==> src/sv/tphb_pkg.sv <==
// Shared types, constants and helpers for the TCP probe header builder.
package tphb_pkg;

  // Configuration register indexes
  localparam logic [1:0] CFG_TOTAL_LENGTH = 2'd0;
  localparam logic [1:0] CFG_IP_IDENT     = 2'd1;
  localparam logic [1:0] CFG_TIME_TO_LIVE = 2'd2;
  localparam logic [1:0] CFG_WINDOW_SIZE  = 2'd3;

  // Configuration reset values
  localparam logic [15:0] RST_TOTAL_LENGTH = 16'd40;
  localparam logic [15:0] RST_IP_IDENT     = 16'd54321;
  localparam logic [7:0]  RST_TIME_TO_LIVE = 8'd64;
  localparam logic [15:0] RST_WINDOW_SIZE  = 16'd65535;

  // Fixed header contents
  localparam logic [7:0]  IP_VER_IHL   = 8'h45;
  localparam logic [7:0]  PROTO_TCP    = 8'd6;
  localparam logic [3:0]  TCP_DOFF     = 4'd5;
  localparam logic [15:0] IP_HDR_BYTES = 16'd20;
  localparam logic [3:0]  LAST_WORD    = 4'd9;

  // Probe kinds
  localparam logic [2:0] KIND_NONE = 3'd0;
  localparam logic [2:0] KIND_SYN  = 3'd1;
  localparam logic [2:0] KIND_FIN  = 3'd2;
  localparam logic [2:0] KIND_ACK  = 3'd3;
  localparam logic [2:0] KIND_XMAS = 3'd4;

  // TCP flag bits
  localparam logic [7:0] TCP_FIN = 8'h01;
  localparam logic [7:0] TCP_SYN = 8'h02;
  localparam logic [7:0] TCP_PSH = 8'h08;
  localparam logic [7:0] TCP_ACK = 8'h10;
  localparam logic [7:0] TCP_URG = 8'h20;

  typedef struct packed {
    logic [15:0] total_length;
    logic [15:0] ip_ident;
    logic [7:0]  time_to_live;
    logic [15:0] window_size;
  } cfg_t;

  // One classified request with both checksums done
  typedef struct packed {
    logic [31:0] ip_src;
    logic [31:0] ip_dst;
    logic [15:0] tcp_sport;
    logic [15:0] tcp_dport;
    logic [7:0]  flags;
    logic [15:0] ip_csum;
    logic [15:0] tcp_csum;
  } hdr_entry_t;

  // Map a probe kind to its TCP flag byte
  function automatic logic [7:0] kind_flags(input logic [2:0] kind);
    logic [7:0] f;
    case (kind)
      KIND_SYN:  f = TCP_SYN;
      KIND_FIN:  f = TCP_FIN;
      KIND_ACK:  f = TCP_ACK;
      KIND_XMAS: f = TCP_FIN | TCP_PSH | TCP_URG;
      default:   f = 8'h00;
    endcase
    return f;
  endfunction

  // Fold a one's-complement sum to 16 bits and invert it
  function automatic logic [15:0] fold_invert(input logic [19:0] acc);
    logic [16:0] f1;
    logic [15:0] f2;
    f1 = {13'd0, acc[19:16]} + {1'b0, acc[15:0]};
    f2 = f1[15:0] + {15'd0, f1[16]};
    return ~f2;
  endfunction

endpackage

==> src/sv/tcp_probe_header_builder_unit.sv <==
// Top level of the IPv4+TCP probe header builder.
//
// Input channel (push/full): one probe request per item: addresses, ports and
// probe kind. Result channel (empty/pop): ten 32-bit header words per request
// in network order, with word_index 0..9 and last set on word 9.
// Configuration channel (valid/ready, always ready): total length, IP ident,
// TTL and TCP window; write only while no request is in flight.
//
// Path: a request passes two front stages (capture with address sum, then
// checksum sums), is folded into the queue and is loaded from the queue into
// the result register, from which word 0 is shown.
// Throughput: one result word per cycle while the receiver keeps popping; the
// word sequencer sets that rate. The front end and the QUEUE_DEPTH-entry
// queue take further requests while words are still going out.
//
// Reset clears the pipeline, queue and result valid state and loads the
// register defaults. When the receiver holds pop low, the current word stays
// put, the queue fills, and full rises once the front stages are occupied too.
module tcp_probe_header_builder_unit
  import tphb_pkg::*;
#(
  parameter int QUEUE_DEPTH = 2
) (
  input  logic        clk,
  input  logic        rst_n,
  input  logic        in_push,
  output logic        in_full,
  input  logic [31:0] in_ip_src,
  input  logic [31:0] in_ip_dst,
  input  logic [15:0] in_tcp_sport,
  input  logic [15:0] in_tcp_dport,
  input  logic [2:0]  in_func,
  output logic        out_empty,
  input  logic        out_pop,
  output logic [31:0] out_header_word,
  output logic [3:0]  out_word_index,
  output logic        out_last,
  input  logic        cfg_valid,
  output logic        cfg_ready,
  input  logic [1:0]  cfg_index,
  input  logic [15:0] cfg_data
);

  cfg_t       cfg_r, cfg_nxt;
  logic       q_push, q_full, q_pop, q_nonempty;
  hdr_entry_t q_wr_entry, q_rd_entry;

  assign cfg_ready = 1'b1;

  // Decode configuration writes
  always_comb begin
    cfg_nxt = cfg_r;
    if (cfg_valid && cfg_ready) begin
      case (cfg_index)
        CFG_TOTAL_LENGTH: cfg_nxt.total_length = cfg_data;
        CFG_IP_IDENT:     cfg_nxt.ip_ident     = cfg_data;
        CFG_TIME_TO_LIVE: cfg_nxt.time_to_live = cfg_data[7:0];
        CFG_WINDOW_SIZE:  cfg_nxt.window_size  = cfg_data;
        default:          cfg_nxt = cfg_r;
      endcase
    end
  end

  always_ff @(posedge clk) begin
    if (!rst_n) begin
      cfg_r.total_length <= RST_TOTAL_LENGTH;
      cfg_r.ip_ident     <= RST_IP_IDENT;
      cfg_r.time_to_live <= RST_TIME_TO_LIVE;
      cfg_r.window_size  <= RST_WINDOW_SIZE;
    end else begin
      cfg_r <= cfg_nxt;
    end
  end

  tphb_front u_front (
    .clk          (clk),
    .rst_n        (rst_n),
    .in_push      (in_push),
    .in_full      (in_full),
    .in_ip_src    (in_ip_src),
    .in_ip_dst    (in_ip_dst),
    .in_tcp_sport (in_tcp_sport),
    .in_tcp_dport (in_tcp_dport),
    .in_func      (in_func),
    .cfg          (cfg_r),
    .q_push       (q_push),
    .q_full       (q_full),
    .q_entry      (q_wr_entry)
  );

  tphb_queue #(
    .DEPTH (QUEUE_DEPTH)
  ) u_queue (
    .clk      (clk),
    .rst_n    (rst_n),
    .push     (q_push),
    .wr_entry (q_wr_entry),
    .full     (q_full),
    .pop      (q_pop),
    .nonempty (q_nonempty),
    .rd_entry (q_rd_entry)
  );

  tphb_back u_back (
    .clk             (clk),
    .rst_n           (rst_n),
    .cfg             (cfg_r),
    .q_nonempty      (q_nonempty),
    .q_entry         (q_rd_entry),
    .q_pop           (q_pop),
    .out_empty       (out_empty),
    .out_pop         (out_pop),
    .out_header_word (out_header_word),
    .out_word_index  (out_word_index),
    .out_last        (out_last)
  );

endmodule

==> src/sv/tphb_front.sv <==
// Front end: accepts requests, classifies the probe kind and computes both checksums.
module tphb_front
  import tphb_pkg::*;
(
  input  logic        clk,
  input  logic        rst_n,
  input  logic        in_push,
  output logic        in_full,
  input  logic [31:0] in_ip_src,
  input  logic [31:0] in_ip_dst,
  input  logic [15:0] in_tcp_sport,
  input  logic [15:0] in_tcp_dport,
  input  logic [2:0]  in_func,
  input  cfg_t        cfg,
  output logic        q_push,
  input  logic        q_full,
  output hdr_entry_t  q_entry
);

  // Stage A: captured request plus the address half-word sum
  logic        a_vld_r, a_vld_nxt;
  logic [31:0] a_src_r, a_dst_r;
  logic [15:0] a_sport_r, a_dport_r;
  logic [7:0]  a_flags_r;
  logic [17:0] a_asum_r;

  // Stage B: raw checksum sums
  logic        b_vld_r, b_vld_nxt;
  logic [31:0] b_src_r, b_dst_r;
  logic [15:0] b_sport_r, b_dport_r;
  logic [7:0]  b_flags_r;
  logic [19:0] b_ipsum_r, b_tcpsum_r;

  logic        accept, a_adv, b_adv;
  logic [15:0] tcp_len;
  logic [19:0] ipsum, tcpsum;

  // Handshake and stall chain
  assign q_push  = b_vld_r && !q_full;
  assign b_adv   = !b_vld_r || q_push;
  assign a_adv   = !a_vld_r || b_adv;
  assign in_full = !a_adv;
  assign accept  = in_push && !in_full;

  assign a_vld_nxt = a_adv ? accept : a_vld_r;
  assign b_vld_nxt = b_adv ? a_vld_r : b_vld_r;

  // Sum the fixed, config and TCP port/flag terms onto the shared address sum
  assign tcp_len = cfg.total_length - IP_HDR_BYTES;
  assign ipsum  = {2'd0, a_asum_r} + {4'd0, IP_VER_IHL, 8'h00} + {4'd0, cfg.total_length}
                + {4'd0, cfg.ip_ident} + {4'd0, cfg.time_to_live, PROTO_TCP};
  assign tcpsum = {2'd0, a_asum_r} + {12'd0, PROTO_TCP} + {4'd0, tcp_len}
                + {4'd0, a_sport_r} + {4'd0, a_dport_r}
                + {4'd0, TCP_DOFF, 4'd0, a_flags_r} + {4'd0, cfg.window_size};

  always_ff @(posedge clk) begin
    if (!rst_n) begin
      a_vld_r <= 1'b0;
      b_vld_r <= 1'b0;
    end else begin
      a_vld_r <= a_vld_nxt;
      b_vld_r <= b_vld_nxt;
    end
  end

  // Capture request and classify
  always_ff @(posedge clk) begin
    if (a_adv && accept) begin
      a_src_r   <= in_ip_src;
      a_dst_r   <= in_ip_dst;
      a_sport_r <= in_tcp_sport;
      a_dport_r <= in_tcp_dport;
      a_flags_r <= kind_flags(in_func);
      a_asum_r  <= {2'd0, in_ip_src[31:16]} + {2'd0, in_ip_src[15:0]}
                 + {2'd0, in_ip_dst[31:16]} + {2'd0, in_ip_dst[15:0]};
    end
  end

  // Advance into the sum stage
  always_ff @(posedge clk) begin
    if (b_adv && a_vld_r) begin
      b_src_r    <= a_src_r;
      b_dst_r    <= a_dst_r;
      b_sport_r  <= a_sport_r;
      b_dport_r  <= a_dport_r;
      b_flags_r  <= a_flags_r;
      b_ipsum_r  <= ipsum;
      b_tcpsum_r <= tcpsum;
    end
  end

  // Fold the sums on the way into the queue
  always_comb begin
    q_entry.ip_src    = b_src_r;
    q_entry.ip_dst    = b_dst_r;
    q_entry.tcp_sport = b_sport_r;
    q_entry.tcp_dport = b_dport_r;
    q_entry.flags     = b_flags_r;
    q_entry.ip_csum   = fold_invert(b_ipsum_r);
    q_entry.tcp_csum  = fold_invert(b_tcpsum_r);
  end

endmodule

==> src/sv/tphb_queue.sv <==
// Short request queue between the front end and the word sequencer.
module tphb_queue
  import tphb_pkg::*;
#(
  parameter int DEPTH = 2
) (
  input  logic       clk,
  input  logic       rst_n,
  input  logic       push,
  input  hdr_entry_t wr_entry,
  output logic       full,
  input  logic       pop,
  output logic       nonempty,
  output hdr_entry_t rd_entry
);

  localparam int PTR_W = (DEPTH > 1) ? $clog2(DEPTH) : 1;
  localparam int CNT_W = $clog2(DEPTH + 1);
  localparam logic [PTR_W-1:0] PTR_LAST = PTR_W'(DEPTH - 1);
  localparam logic [CNT_W-1:0] CNT_FULL = CNT_W'(DEPTH);

  hdr_entry_t       mem_r [DEPTH];
  logic [PTR_W-1:0] wr_ptr_r, wr_ptr_nxt, rd_ptr_r, rd_ptr_nxt;
  logic [CNT_W-1:0] cnt_r, cnt_nxt;
  logic             do_push, do_pop;

  assign full     = (cnt_r == CNT_FULL);
  assign nonempty = (cnt_r != '0);
  assign do_push  = push && !full;
  assign do_pop   = pop && nonempty;
  assign rd_entry = mem_r[rd_ptr_r];

  // Advance pointers with wrap
  always_comb begin
    wr_ptr_nxt = wr_ptr_r;
    rd_ptr_nxt = rd_ptr_r;
    cnt_nxt    = cnt_r;
    if (do_push) begin
      wr_ptr_nxt = (wr_ptr_r == PTR_LAST) ? '0 : wr_ptr_r + 1'b1;
    end
    if (do_pop) begin
      rd_ptr_nxt = (rd_ptr_r == PTR_LAST) ? '0 : rd_ptr_r + 1'b1;
    end
    if (do_push && !do_pop) begin
      cnt_nxt = cnt_r + 1'b1;
    end else if (do_pop && !do_push) begin
      cnt_nxt = cnt_r - 1'b1;
    end
  end

  always_ff @(posedge clk) begin
    if (!rst_n) begin
      wr_ptr_r <= '0;
      rd_ptr_r <= '0;
      cnt_r    <= '0;
    end else begin
      wr_ptr_r <= wr_ptr_nxt;
      rd_ptr_r <= rd_ptr_nxt;
      cnt_r    <= cnt_nxt;
    end
  end

  // Store entry
  always_ff @(posedge clk) begin
    if (do_push) begin
      mem_r[wr_ptr_r] <= wr_entry;
    end
  end

endmodule

==> src/sv/tphb_back.sv <==
// Back end: walks the ten header words of the queue head into the result register.
module tphb_back
  import tphb_pkg::*;
(
  input  logic        clk,
  input  logic        rst_n,
  input  cfg_t        cfg,
  input  logic        q_nonempty,
  input  hdr_entry_t  q_entry,
  output logic        q_pop,
  output logic        out_empty,
  input  logic        out_pop,
  output logic [31:0] out_header_word,
  output logic [3:0]  out_word_index,
  output logic        out_last
);

  logic [3:0]  cnt_r, cnt_nxt;
  logic        out_vld_r, out_vld_nxt;
  logic [31:0] word_r;
  logic [3:0]  idx_r;
  logic        last_r;
  logic        load, is_last;
  logic [31:0] word;

  assign out_empty       = !out_vld_r;
  assign out_header_word = word_r;
  assign out_word_index  = idx_r;
  assign out_last        = last_r;

  assign load    = q_nonempty && (!out_vld_r || out_pop);
  assign is_last = (cnt_r == LAST_WORD);
  assign q_pop   = load && is_last;

  // Select the header word for the current position
  always_comb begin
    case (cnt_r)
      4'd0:    word = {IP_VER_IHL, 8'h00, cfg.total_length};
      4'd1:    word = {cfg.ip_ident, 16'h0000};
      4'd2:    word = {cfg.time_to_live, PROTO_TCP, q_entry.ip_csum};
      4'd3:    word = q_entry.ip_src;
      4'd4:    word = q_entry.ip_dst;
      4'd5:    word = {q_entry.tcp_sport, q_entry.tcp_dport};
      4'd8:    word = {TCP_DOFF, 4'd0, q_entry.flags, cfg.window_size};
      4'd9:    word = {q_entry.tcp_csum, 16'h0000};
      default: word = 32'd0;
    endcase
  end

  // Advance the word counter and hold the result while stalled
  always_comb begin
    cnt_nxt     = cnt_r;
    out_vld_nxt = out_vld_r;
    if (load) begin
      cnt_nxt     = is_last ? 4'd0 : cnt_r + 4'd1;
      out_vld_nxt = 1'b1;
    end else if (out_pop) begin
      out_vld_nxt = 1'b0;
    end
  end

  always_ff @(posedge clk) begin
    if (!rst_n) begin
      cnt_r     <= 4'd0;
      out_vld_r <= 1'b0;
    end else begin
      cnt_r     <= cnt_nxt;
      out_vld_r <= out_vld_nxt;
    end
  end

  always_ff @(posedge clk) begin
    if (load) begin
      word_r <= word;
      idx_r  <= cnt_r;
      last_r <= is_last;
    end
  end

endmodule

==> config.mk <==
export PLATFORM = sky130hd
export DESIGN_NAME = tcp_probe_header_builder_unit
export DESIGN_NICKNAME = d
export VERILOG_FILES = /design/src/sv/tphb_pkg.sv /design/src/sv/tcp_probe_header_builder_unit.sv /design/src/sv/tphb_front.sv /design/src/sv/tphb_queue.sv /design/src/sv/tphb_back.sv
export SDC_FILE = /design/constraint.sdc
export NUM_CORES = 1
export LEC_CHECK = 0
export ABC_AREA = 1
export ABC_CLOCK_PERIOD_IN_PS = 8100
export BUFFER_PORTS_ARGS = -buffer_cell sky130_fd_sc_hd__buf_4
export CAP_MARGIN = 20
export CORE_MARGIN = 2
export CORE_UTILIZATION = 46
export DETAILED_ROUTE_END_ITERATION = 6
export PLACE_DENSITY = 0.66
export SYNTH_ARGS = -nofsm -noshare
export SYNTH_HDL_FRONTEND = slang
export SYNTH_HIERARCHICAL = 1
export SYNTH_SLANG_ARGS = --single-unit
==> constraint.sdc <==
create_clock -name clk -period 8.1 [get_ports clk]
set_input_delay 1.62 -clock clk [delete_from_list [all_inputs] [get_ports clk]]
set_output_delay 1.62 -clock clk [all_outputs]
set_load 0.02 [all_outputs]
After elaboration in Yosys (flattened, before gate mapping)
Memories as Yosys holds them, arrays and structs flattened. A register that Yosys moved wholly into a read port is not among the register bits.
Index checks and enable logic that the tools add are counted.
{ "totals": {"n_memories": 1, "word_cells": 110, "inputBits": 122, "latchBits": 0, "romBits": 0, "ram_bits": 272, "register_bits": 370, "output_inout_bits": 40} }
{ "classes": {"muxes": 13, "order_cmp": 0, "div": 0, "shift": 0, "addsub": 23, "multipliers": 0, "bitwise_logic": 2, "n_reduce_logical": 29, "eq_ne": 15} }
{ "mem_list": {"columns": ["memory", "words", "word_bits", "rd", "rd_ports_with_merged_regs", "write_ports", "line_no", "source"], "rows": [
  ["u_queue.mem_r", 2, 136, 1, 1, 1, "tphb_queue.sv:22", "hdr_entry_t mem_r [DEPTH];"]
]} }
{ "ops": {"columns": ["cell", "n"], "rows": [
  ["$pmux 32 s8", 1],
  ["$add 20x16->20", 7],
  ["$add 18x16->18", 2],
  ["$add 4x16->17", 2],
  ["$add 16x1->16", 2],
  ["$not 16->16", 2],
  ["$pmux 6 s4", 1],
  ["$add 20x15->20", 1],
  ["$add 18x15->19 const B", 1],
  ["$add 18x3->19 const B", 1],
  ["$add 16x16->17", 1],
  ["$sub 16x5->16 const B", 1],
  ["$logic_and 1x1->1", 10],
  ["$eq 4x2->1 const B", 2],
  ["$eq 4x3->1 const B", 2],
  ["$eq 4x4->1 const B", 2],
  ["$mux 1", 8],
  ["$reduce_and 2->1", 4],
  ["$logic_not 1->1", 7],
  ["$eq 2x2->1 const B", 3],
  ["$eq 3x2->1 const B", 2],
  ["$reduce_bool 2->1", 3],
  ["$add 4x1->4 const B", 1],
  ["$eq 4x1->1 const B", 1],
  ["other kinds (11)", 15]
]} }

Logic depth before layout (Yosys ltp)
Gate-level depths: netlist (run 1).
{ "depth": {"word_depth": 8, "depth_mapped": 24, "mapped_depth_nobuf": 24} }

Cells and area by module
Netlist (run 1), hierarchy kept.
{ "by_module_without_submodules": {"columns": ["module", "instances", "area_per_inst_um2", "cells_per_inst", "seq_area_each_um2"], "rows": [
  ["tphb_front", 1, 15747.6, 1392, 7787.5],
  ["tphb_queue", 1, 10203.5, 460, 8267.9],
  ["tphb_back", 1, 3243.1, 527, 1211.2],
  ["tcp_probe_header_builder_unit", 1, 2192.1, 314, 1121.1]
]} }

Worst setup path after synthesis (run 1)
OpenSTA, ideal clock, no wires.
{ "synth_timing": {"path_type": "register -> register", "from": "reg u_queue.cnt_r[1]", "to": "reg u_front.b_dport_r[0] (enable)", "setup_time_ps": 685, "t_arrival_ps": 7226, "required_time_ps": 7415, "path_buffers": 0, "period_less_slack_ps": 7911, "slack_ps": 189, "stages_incl_launch_ff": 4, "path_cell_list": "dfxtp_1 > inv_1 > nor2_1 > a21oi_1"} }
{ "synth_between": {"elab_chain_cells": 5} }
{ "synth_lines": {"columns": ["item", "line_no", "source"], "rows": [
  ["start: declaration", "tphb_queue.sv:24", "logic [CNT_W-1:0] cnt_r, cnt_nxt;"],
  ["start signal: assignment", "tphb_queue.sv:59", "cnt_r <= cnt_nxt;"],
  ["$eq 2x2->1", "tphb_queue.sv:27", "assign full = (cnt_r == CNT_FULL);"],
  ["via q_full", "tcp_probe_header_builder_unit.sv:45", "logic q_push, q_full, q_pop, q_nonempty;"],
  ["$logic_not 1->1", "tphb_front.sv:39", "assign q_push = b_vld_r && !q_full;"],
  ["$logic_and 1x1->1", "tphb_front.sv:39", null],
  ["$logic_or 1x1->1", "tphb_front.sv:40", "assign b_adv = !b_vld_r || q_push;"],
  ["$logic_and 1x1->1", "tphb_front.sv:81", "if (b_adv && a_vld_r) begin"],
  ["end signal: assignment", "tphb_front.sv:85", "b_dport_r <= a_dport_r;"],
  ["end: declaration", "tphb_front.sv:30", "logic [15:0] b_sport_r, b_dport_r;"]
]} }
The timed path passes the listed nets, and every way through them passes these cells.
A chain may end at the register's enable or synchronous reset.

Worst setup path in the final report (run 1)
{ "layout_timing": {"from": "reg cfg_r[42] (netlist bit)", "to": "reg u_front.b_tcpsum_r[19], data pin"} }
{ "layout_between": {"elab_chain_cells": 6} }
{ "layout_lines": {"columns": ["item", "line_no", "source"], "rows": [
  ["start: declaration", "tcp_probe_header_builder_unit.sv:44", "cfg_t cfg_r, cfg_nxt;"],
  ["start signal: assignment", "tcp_probe_header_builder_unit.sv:71", "cfg_r <= cfg_nxt;"],
  ["$sub 16x5->16", "tphb_front.sv:49", "assign tcp_len = cfg.total_length - IP_HDR_BYTES;"],
  ["$add 20x16->20", "tphb_front.sv:52", "assign tcpsum = {2'd0, a_asum_r} + {12'd0, PROTO_TCP} + {4'd0, tcp_len}"],
  ["$add 20x16->20 (2 in a row)", "tphb_front.sv:53", "+ {4'd0, a_sport_r} + {4'd0, a_dport_r}"],
  ["$add 20x15->20", "tphb_front.sv:54", "+ {4'd0, TCP_DOFF, 4'd0, a_flags_r} + {4'd0, cfg.window_size};"],
  ["$add 20x16->20", "tphb_front.sv:54", null],
  ["via u_front.tcpsum[19]", "tphb_front.sv:36", "logic [19:0] ipsum, tcpsum;"],
  ["end signal: assignment", "tphb_front.sv:88", "b_tcpsum_r <= tcpsum;"],
  ["end: declaration", "tphb_front.sv:32", "logic [19:0] b_ipsum_r, b_tcpsum_r;"]
]} }
The timed path passes the listed nets, and every way through them passes these cells.

==> results.cfg, run 1 <==
[detailed_routing]
first_pass_iters = 6
antenna_left = 0
drt_iter0_markers = 1699
vias_per_cell = 5.20
routed_wl_mm = 80.9
wl_per_cell_um = 21.3
drc_errors = 0
routed-via-count = 19800

[setup_path]
crit_type = flop to flop
path_depth = 20
critPathCaptureType = flop
worst-path-buf-inv = 3
r2r_cells = 20
worstPathRequired_ns = 8.44
ff2ff_setup_slack_ns = 3.30
cpMaxStageDelayCell = fa_1
crit_fanout = 4
reg2reg_from = cfg_r[42]
r2r_end = u_front/b_tcpsum_r[19]
cp_cell_sequence = inv_1, ha_1, inv_1, nand2_1, nand2_1, nor3_1, nand2_1, nor2_2, nand3_1, nor3_1, xnor2_1, fa_1, fa_1, fa_1, inv_1, ha_1, a21oi_1, o21ai_0, a221oi_1, o311ai_0
cp_top_family = adder cells
worstSetupStartpoint = cfg_r[42]
arrival_ns = 5.14
slowest_delay_ns = 0.56
cp-start-kind = flop

[sta]
hold_viol = 0
tightest_slew_ns = 1.12
maxSlewViolCount = 0
post-route-period-util_pct = 59.3
max_slew_margin_pct = 25.3
fmax_ghz = 0.208
tns_ns = 0
worst_slack_ns = 3.30
min_period_ns = 4.80
rsz0062_at_grt = no
whs_ns = 0.409
setup_viol = 0
fin_skew_ns = 0.0178

[global_routing]
grt_max_degree = 75
grt_usage_pct = 23.3
grt_pass1_vias = 20100
antenna_found_initial = 7
grt_overflow_total = 0
grt_pass1_wl_mm = 122

[run_status]
status = complete, no violations

[clocking]
cts.sinks = 635
clk_pin_slew_worst_paths_ns = 0.06
cts_hold_buf = 0
clockRootBuffer = clkbuf_16
postCtsSetupRepairBufs = 0
clock_latency_ns = 0.62
htreeDepth = 3
clockBufferDepth = 3
cts_tree = yes
cts_resized = 0
numCtsBuffers = 70

[yosys]
synth.avg_cell_area_sq_um = 11.7
syn_area_sq_mm = 0.0314
synthCells = 2693
synth-edff-count = 567
synth_flop_cell = edfxtp_1
ys_seq_elements = 635
ys_seq_area_share_pct = 58.6
async_flop_share_pct = 0
yosysWarningCount = 6
ys_types = 51

[layout]
design_area_sq_mm = 0.0357
nNetsFinal = 3215
drive_gt1_share_pct = 17.5
area_growth_syn_to_layout_pct = 13.6
post-route-util_pct = 52.9

[floorplan]
pin_count = 162
dieArea_sq_mm = 0.0703
initial_utilization_pct = 46.6
row_count = 95
die_y_um = 265
die-width_um = 265
core_area_sq_mm = 0.0674

[min_path]
min-delay-path-class = flop to flop
hold_end = u_front/b_src_r[15]
min_from = u_front/a_src_r[15]
whs_path_depth = 0

[power]
ir_worst_vdd_v = 0.000181
p_leak_nw = 15.1
powerDensity_mw_per_mm2 = 321

[place]
place_congestion = 0.934
io_buffers = 160
place_ws_ns = 3.30
placed_area_sq_mm = 0.0335
dp_hpwl_mm = 60.7

[run]
maxCapViolCount = 0
[per-layer routing]
layer | wire, um | track usage, % | vias to the layer above
met2 | 38700 | 38.1 | 577
met1 | 34600 | 31.5 | 9757
met3 | 5650 | 5.24 | 119
met5 | 71 | 0 | -
met4 | 1950 | 6.03 | 12
li1 | - | - | 9336
[per-stage QoR]
step	total power [mW]	cells
after global placement	8.38	3680
after CTS	11.5	3806
after global routing	12.2	3806
after floorplan	7.23	2695
after detailed placement	8.43	3680
final	11.4	3807
[where the power goes]
part           switching [mW]  internal (mW)  total [mW]
clock network            1.32           1.73        3.05
logic                    2.57           1.45        4.02
registers               0.249           4.12        4.37
[state kept, by name, indices dropped and copies added, names as in the netlist, 32 cells and up, named ones only]
register / flops
u_queue/mem_r: 272
cfg_r: 56
u_back/out_header_word: 32
u_front/a_dst_r: 32
u_front/a_src_r: 32
u_front/b_dst_r: 32
u_front/b_src_r: 32
[cell families after synthesis]
group / after synthesis / share of synthesized area, %
and+or+nand+nor: 1076 / 15.1
DFF: 635 / 58.6
buffers and inverters: 439 / 5.68
adders and majority gates: 214 / 11.2
muxes: 136 / 5.36
AOI/OAI and AO/OA: 125 / 2.21
xor gates and xnor gates: 66 / 1.84
other: 2 / 0.0239
[worst max path at each step]
stage                                   endpoint  slack, ns
after floorplan             u_front/b_dport_r[0]       0.19
after global placement    u_front/b_tcpsum_r[19]       3.35
after detailed placement    u_front/a_asum_r[13]       3.30
after CTS                 u_front/b_tcpsum_r[19]       3.33
after global routing      u_front/b_tcpsum_r[19]       2.79
final                     u_front/b_tcpsum_r[19]       3.30
[Yosys cell counts (all sizes together) (4+ instances only)]
cell    count  area, sq um
nor2      271         1150
nand3     209         1130
buf        58          349
inv       377         1420
xor2       45          394
nand3b      6         48.8
o21ai      37          189
nand4      13         81.3
a21oi      63          315
a211oi      4         30.0
edfxtp    567        17000
fa        112         2240
xnor2      21          184
nand2     553         2200
nor3       15         75.1
o21bai      6         45.0
clkbuf      4         15.0
a21o        7         52.6
dfxtp      68         1360
ha        102         1280
nor4        4         25.0
mux2      136         1680
[layout by cell type, fill, tap and decap left out, drive strengths merged, types with 37 or more instances in the layout]
cell    netlist  routed
o21ai        37      37
inv         377     383
dfxtp        68      68
nand3       209     209
fa          112     112
nand2       553     553
buf          58     174
ha          102     102
clkbuf        4      84
edfxtp      567     567
a21oi        63      63
mux2        136     136
xor2         45      45
nor2        271     271
[final cells by class]
cell class                 instances  area [sq um]
antenna                            1          2.50
clock buffer                      84          1840
clock inverter                    42           364
fill                            5749         31700
inverter                         377          1420
multi-input combinational       1621         11300
sequential                       635         18400
tap                              873          1090
timing repair buffer             174          1310
Note: power is estimated with default switching activity, not from simulation.
==> run 2: changes to the inputs <==
--- a/config.mk
+++ b/config.mk
@@ -5,14 +5,14 @@
 export SDC_FILE = /design/constraint.sdc
 export NUM_CORES = 1
 export LEC_CHECK = 0
-export ABC_AREA = 1
-export ABC_CLOCK_PERIOD_IN_PS = 8100
+export ABC_AREA = 0
+export ABC_CLOCK_PERIOD_IN_PS = 4600
 export BUFFER_PORTS_ARGS = -buffer_cell sky130_fd_sc_hd__buf_4
 export CAP_MARGIN = 20
 export CORE_MARGIN = 2
 export CORE_UTILIZATION = 46
 export DETAILED_ROUTE_END_ITERATION = 6
-export PLACE_DENSITY = 0.66
+export PLACE_DENSITY = 0.64
 export SYNTH_ARGS = -nofsm -noshare
 export SYNTH_HDL_FRONTEND = slang
 export SYNTH_HIERARCHICAL = 1
==> constraint.sdc (replaced) <==
create_clock -name clk -period 4.6 [get_ports clk]
set_input_delay 0.92 -clock clk [delete_from_list [all_inputs] [get_ports clk]]
set_output_delay 0.92 -clock clk [all_outputs]
set_load 0.02 [all_outputs]
==> run 2 against run 1 <==
The flow now finishes with violations (negative setup slack). Critical path type unchanged. Clock skew up 0.0095 ns. Worst setup slack worse by 3.4 ns. Critical endpoint is now u_front/b_tcpsum_r[18]. Global-route usage up 0.059 points.
==> results.cfg, run 2 <==
[sta]
post-route-period-util_pct = 102
max_slew_margin_pct = 19.1
min_period_ns = 4.69
tightest_slew_ns = 1.21
maxSlewViolCount = 0
tns_ns = -0.0976
setup_viol = 3
fin_skew_ns = 0.0273
worst_slack_ns = -0.0950
rsz0062_at_grt = yes
fmax_ghz = 0.213
hold_viol = 0

[floorplan]
core_area_sq_mm = 0.0657
initial_utilization_pct = 46.5
row_count = 94
dieArea_sq_mm = 0.0685
die-width_um = 262
die_y_um = 262
pin_count = 162

[place]
place_congestion = 0.901
io_buffers = 160
dp_hpwl_mm = 58.8
dp_cells = 3095

[global_routing]
grt_overflow_total = 0
met3_usage_pct = 3.70
grt_pass1_wl_mm = 115
antenna_found_initial = 2
grt_pass1_vias = 17900
met2_usage_pct = 37.8
grt_usage_pct = 23.3
grt_max_degree = 102
globalRoute.busiestLayer = met2
grt_use_met1_pct = 32.7

[yosys]
ys_seq_area_share_pct = 60.2
syn_area_sq_mm = 0.0305
ys_types = 93
ys_top_cells_by_area = edfxtp_1, fa_1, dfxtp_1
netlist_top_cells_count = edfxtp_1, inv_1, fa_1
synth.avg_cell_area_sq_um = 14.6
synth-edff-count = 567
async_flop_share_pct = 0
yosysMostFrequentCell = edfxtp_1
ys_seq_elements = 635
yosysWarningCount = 6
yosys.area.top_type = edfxtp_1
synth_flop_cell = edfxtp_1
synth_top_area_share_pct = 55.7
synthCells = 2091

[clocking]
numCtsBuffers = 69
clk_pin_slew_worst_paths_ns = 0.06
clockRootBuffer = clkbuf_16
clockBufferDepth = 3
cts.sinks = 635
htreeDepth = 3
cts_tree = yes
cts_hold_buf = 0
clock_latency_ns = 0.61

[setup_path]
crit_type = flop to flop
critPathCaptureType = flop
cp-start-kind = flop
worstPathRequired_ns = 4.95
crit_fanout = 3
arrival_ns = 5.04

[power]
powerDensity_mw_per_mm2 = 553
ir_worst_vdd_v = 0.000431
p_leak_nw = 13.3

[detailed_routing]
routed-via-count = 17800
wl_per_cell_um = 24.6
drc_errors = 0
vias_per_cell = 5.50
drt_iter0_markers = 1510
routed_wl_mm = 79.3
antenna_left = 0
first_pass_iters = 5

[layout]
drive_gt1_share_pct = 22.7
nNetsFinal = 2646
layout_common_cells = edfxtp_1, buf_4, inv_1
post-route-util_pct = 53.8
stdcell_count = 3229
final_common_cell = edfxtp_1
largest-register = u_queue/mem_r
largest_reg_flops = 272
fillers = 5322
reg.largest.list = u_queue/mem_r: 272 flops, cfg_r: 56 flops
area_growth_syn_to_layout_pct = 15.9

[min_path]
min-delay-path-class = flop to flop

[run_status]
failed_checks = negative setup slack
status = complete, but fails checks

[run]
maxCapViolCount = 0
[run 2: cell count changes after synthesis, moves of 27 or more]
| cell | delta |
|---|---|
| a22oi_1 | +61 |
| inv_1 | -180 |
| mux2i_1 | +51 |
| nor2_1 | -187 |
| nand3_1 | -188 |
| nor2b_1 | +51 |
| nand2_1 | -425 |
| o211ai_1 | +27 |
[run 2: cells by family (layout without fill, tap and decap cells)]
group / after synthesis / after routing / share of synthesized area, %
AO/OA/AOI/OAI: 312 / 312 / 7.07
adder cells (fa/ha/maj): 214 / 214 / 11.5
AND/OR/NAND/NOR: 370 / 370 / 6.99
XOR/XNOR: 90 / 90 / 2.61
multiplexers: 200 / 200 / 7.66
other: 2 / 5 / 0.0246
buffers and inverters: 268 / 539 / 3.92
flip-flops: 635 / 635 / 60.2
[run 2: timing repair]
item                       CTS  global route
setup endpoints to repair    5             9
pin swaps                    3             7
gates resized for setup      7            17
buffers inserted             1             4
[run 2: per-layer routing]
metal | vias to the layer above | share of wire (%)
met5 | - | 0
met4 | 0 | 2.6
met3 | 104 | 5.7
met2 | 592 | 48
met1 | 8924 | 44
li1 | 8132 | -
[run 2: worst paths after layout]
| check | to | from | depth (start not counted) | slack [ns] |
|---|---|---|---|---|
| min | u_front/b_src_r[20] | u_front/a_src_r[20] | 0 | 0.41 |
| min reg2reg | u_front/b_src_r[20] | u_front/a_src_r[20] | 0 | 0.41 |
| max | u_front/b_tcpsum_r[18] | cfg_r[51] | 15 | -0.09 |
| max reg2reg | u_front/b_tcpsum_r[18] | cfg_r[51] | 15 | -0.09 |
[run 2: stage by stage]
stage	power [mW]	instance area (sq um)	hold WS [ns]	setup WS, ns
after floorplan	12.0	30600	0.400	-0.276
after global placement	13.9	33000	0.403	-0.173
after detailed placement	14.0	33000	0.405	-0.223
after CTS	19.5	35200	0.407	-0.108
after global routing	20.7	35400	0.411	-0.259
final	19.6	35400	0.408	-0.0950
[run 2: area by class of cell]
cell class	count	area [sq um]	share of cell area, %
clock inverter	36	313	0.884
clock buffer	89	1850	5.24
antenna	1	2.50	0.00707
multi-input combinational	1190	11200	31.6
tap	864	1080	3.05
sequential	635	18400	52.0
inverter	186	698	1.97
timing repair buffer	228	1860	5.27
[run 2: worst max-delay path: stages, from the launching register on]
cell and delay [ns]:
dfxtp_2 0.32, or4_4 0.53, or4b_4 0.51, xor2_2 0.16, fa_1 0.51, fa_1 0.43, fa_1 0.50, inv_2 0.05
ha_4 0.27, and3_4 0.20, nand3_4 0.07, a211oi_4 0.25, o31ai_4 0.10, a21oi_2 0.19, nor4_1 0.07, a311o_1 0.29
[run 2: power by group]
group          switching, mW  internal (mW)  total, mW
clock                   2.24           3.09       5.33
combinational           3.72           2.87       6.59
sequential             0.461           7.18       7.64
total                   6.43           13.1       19.6
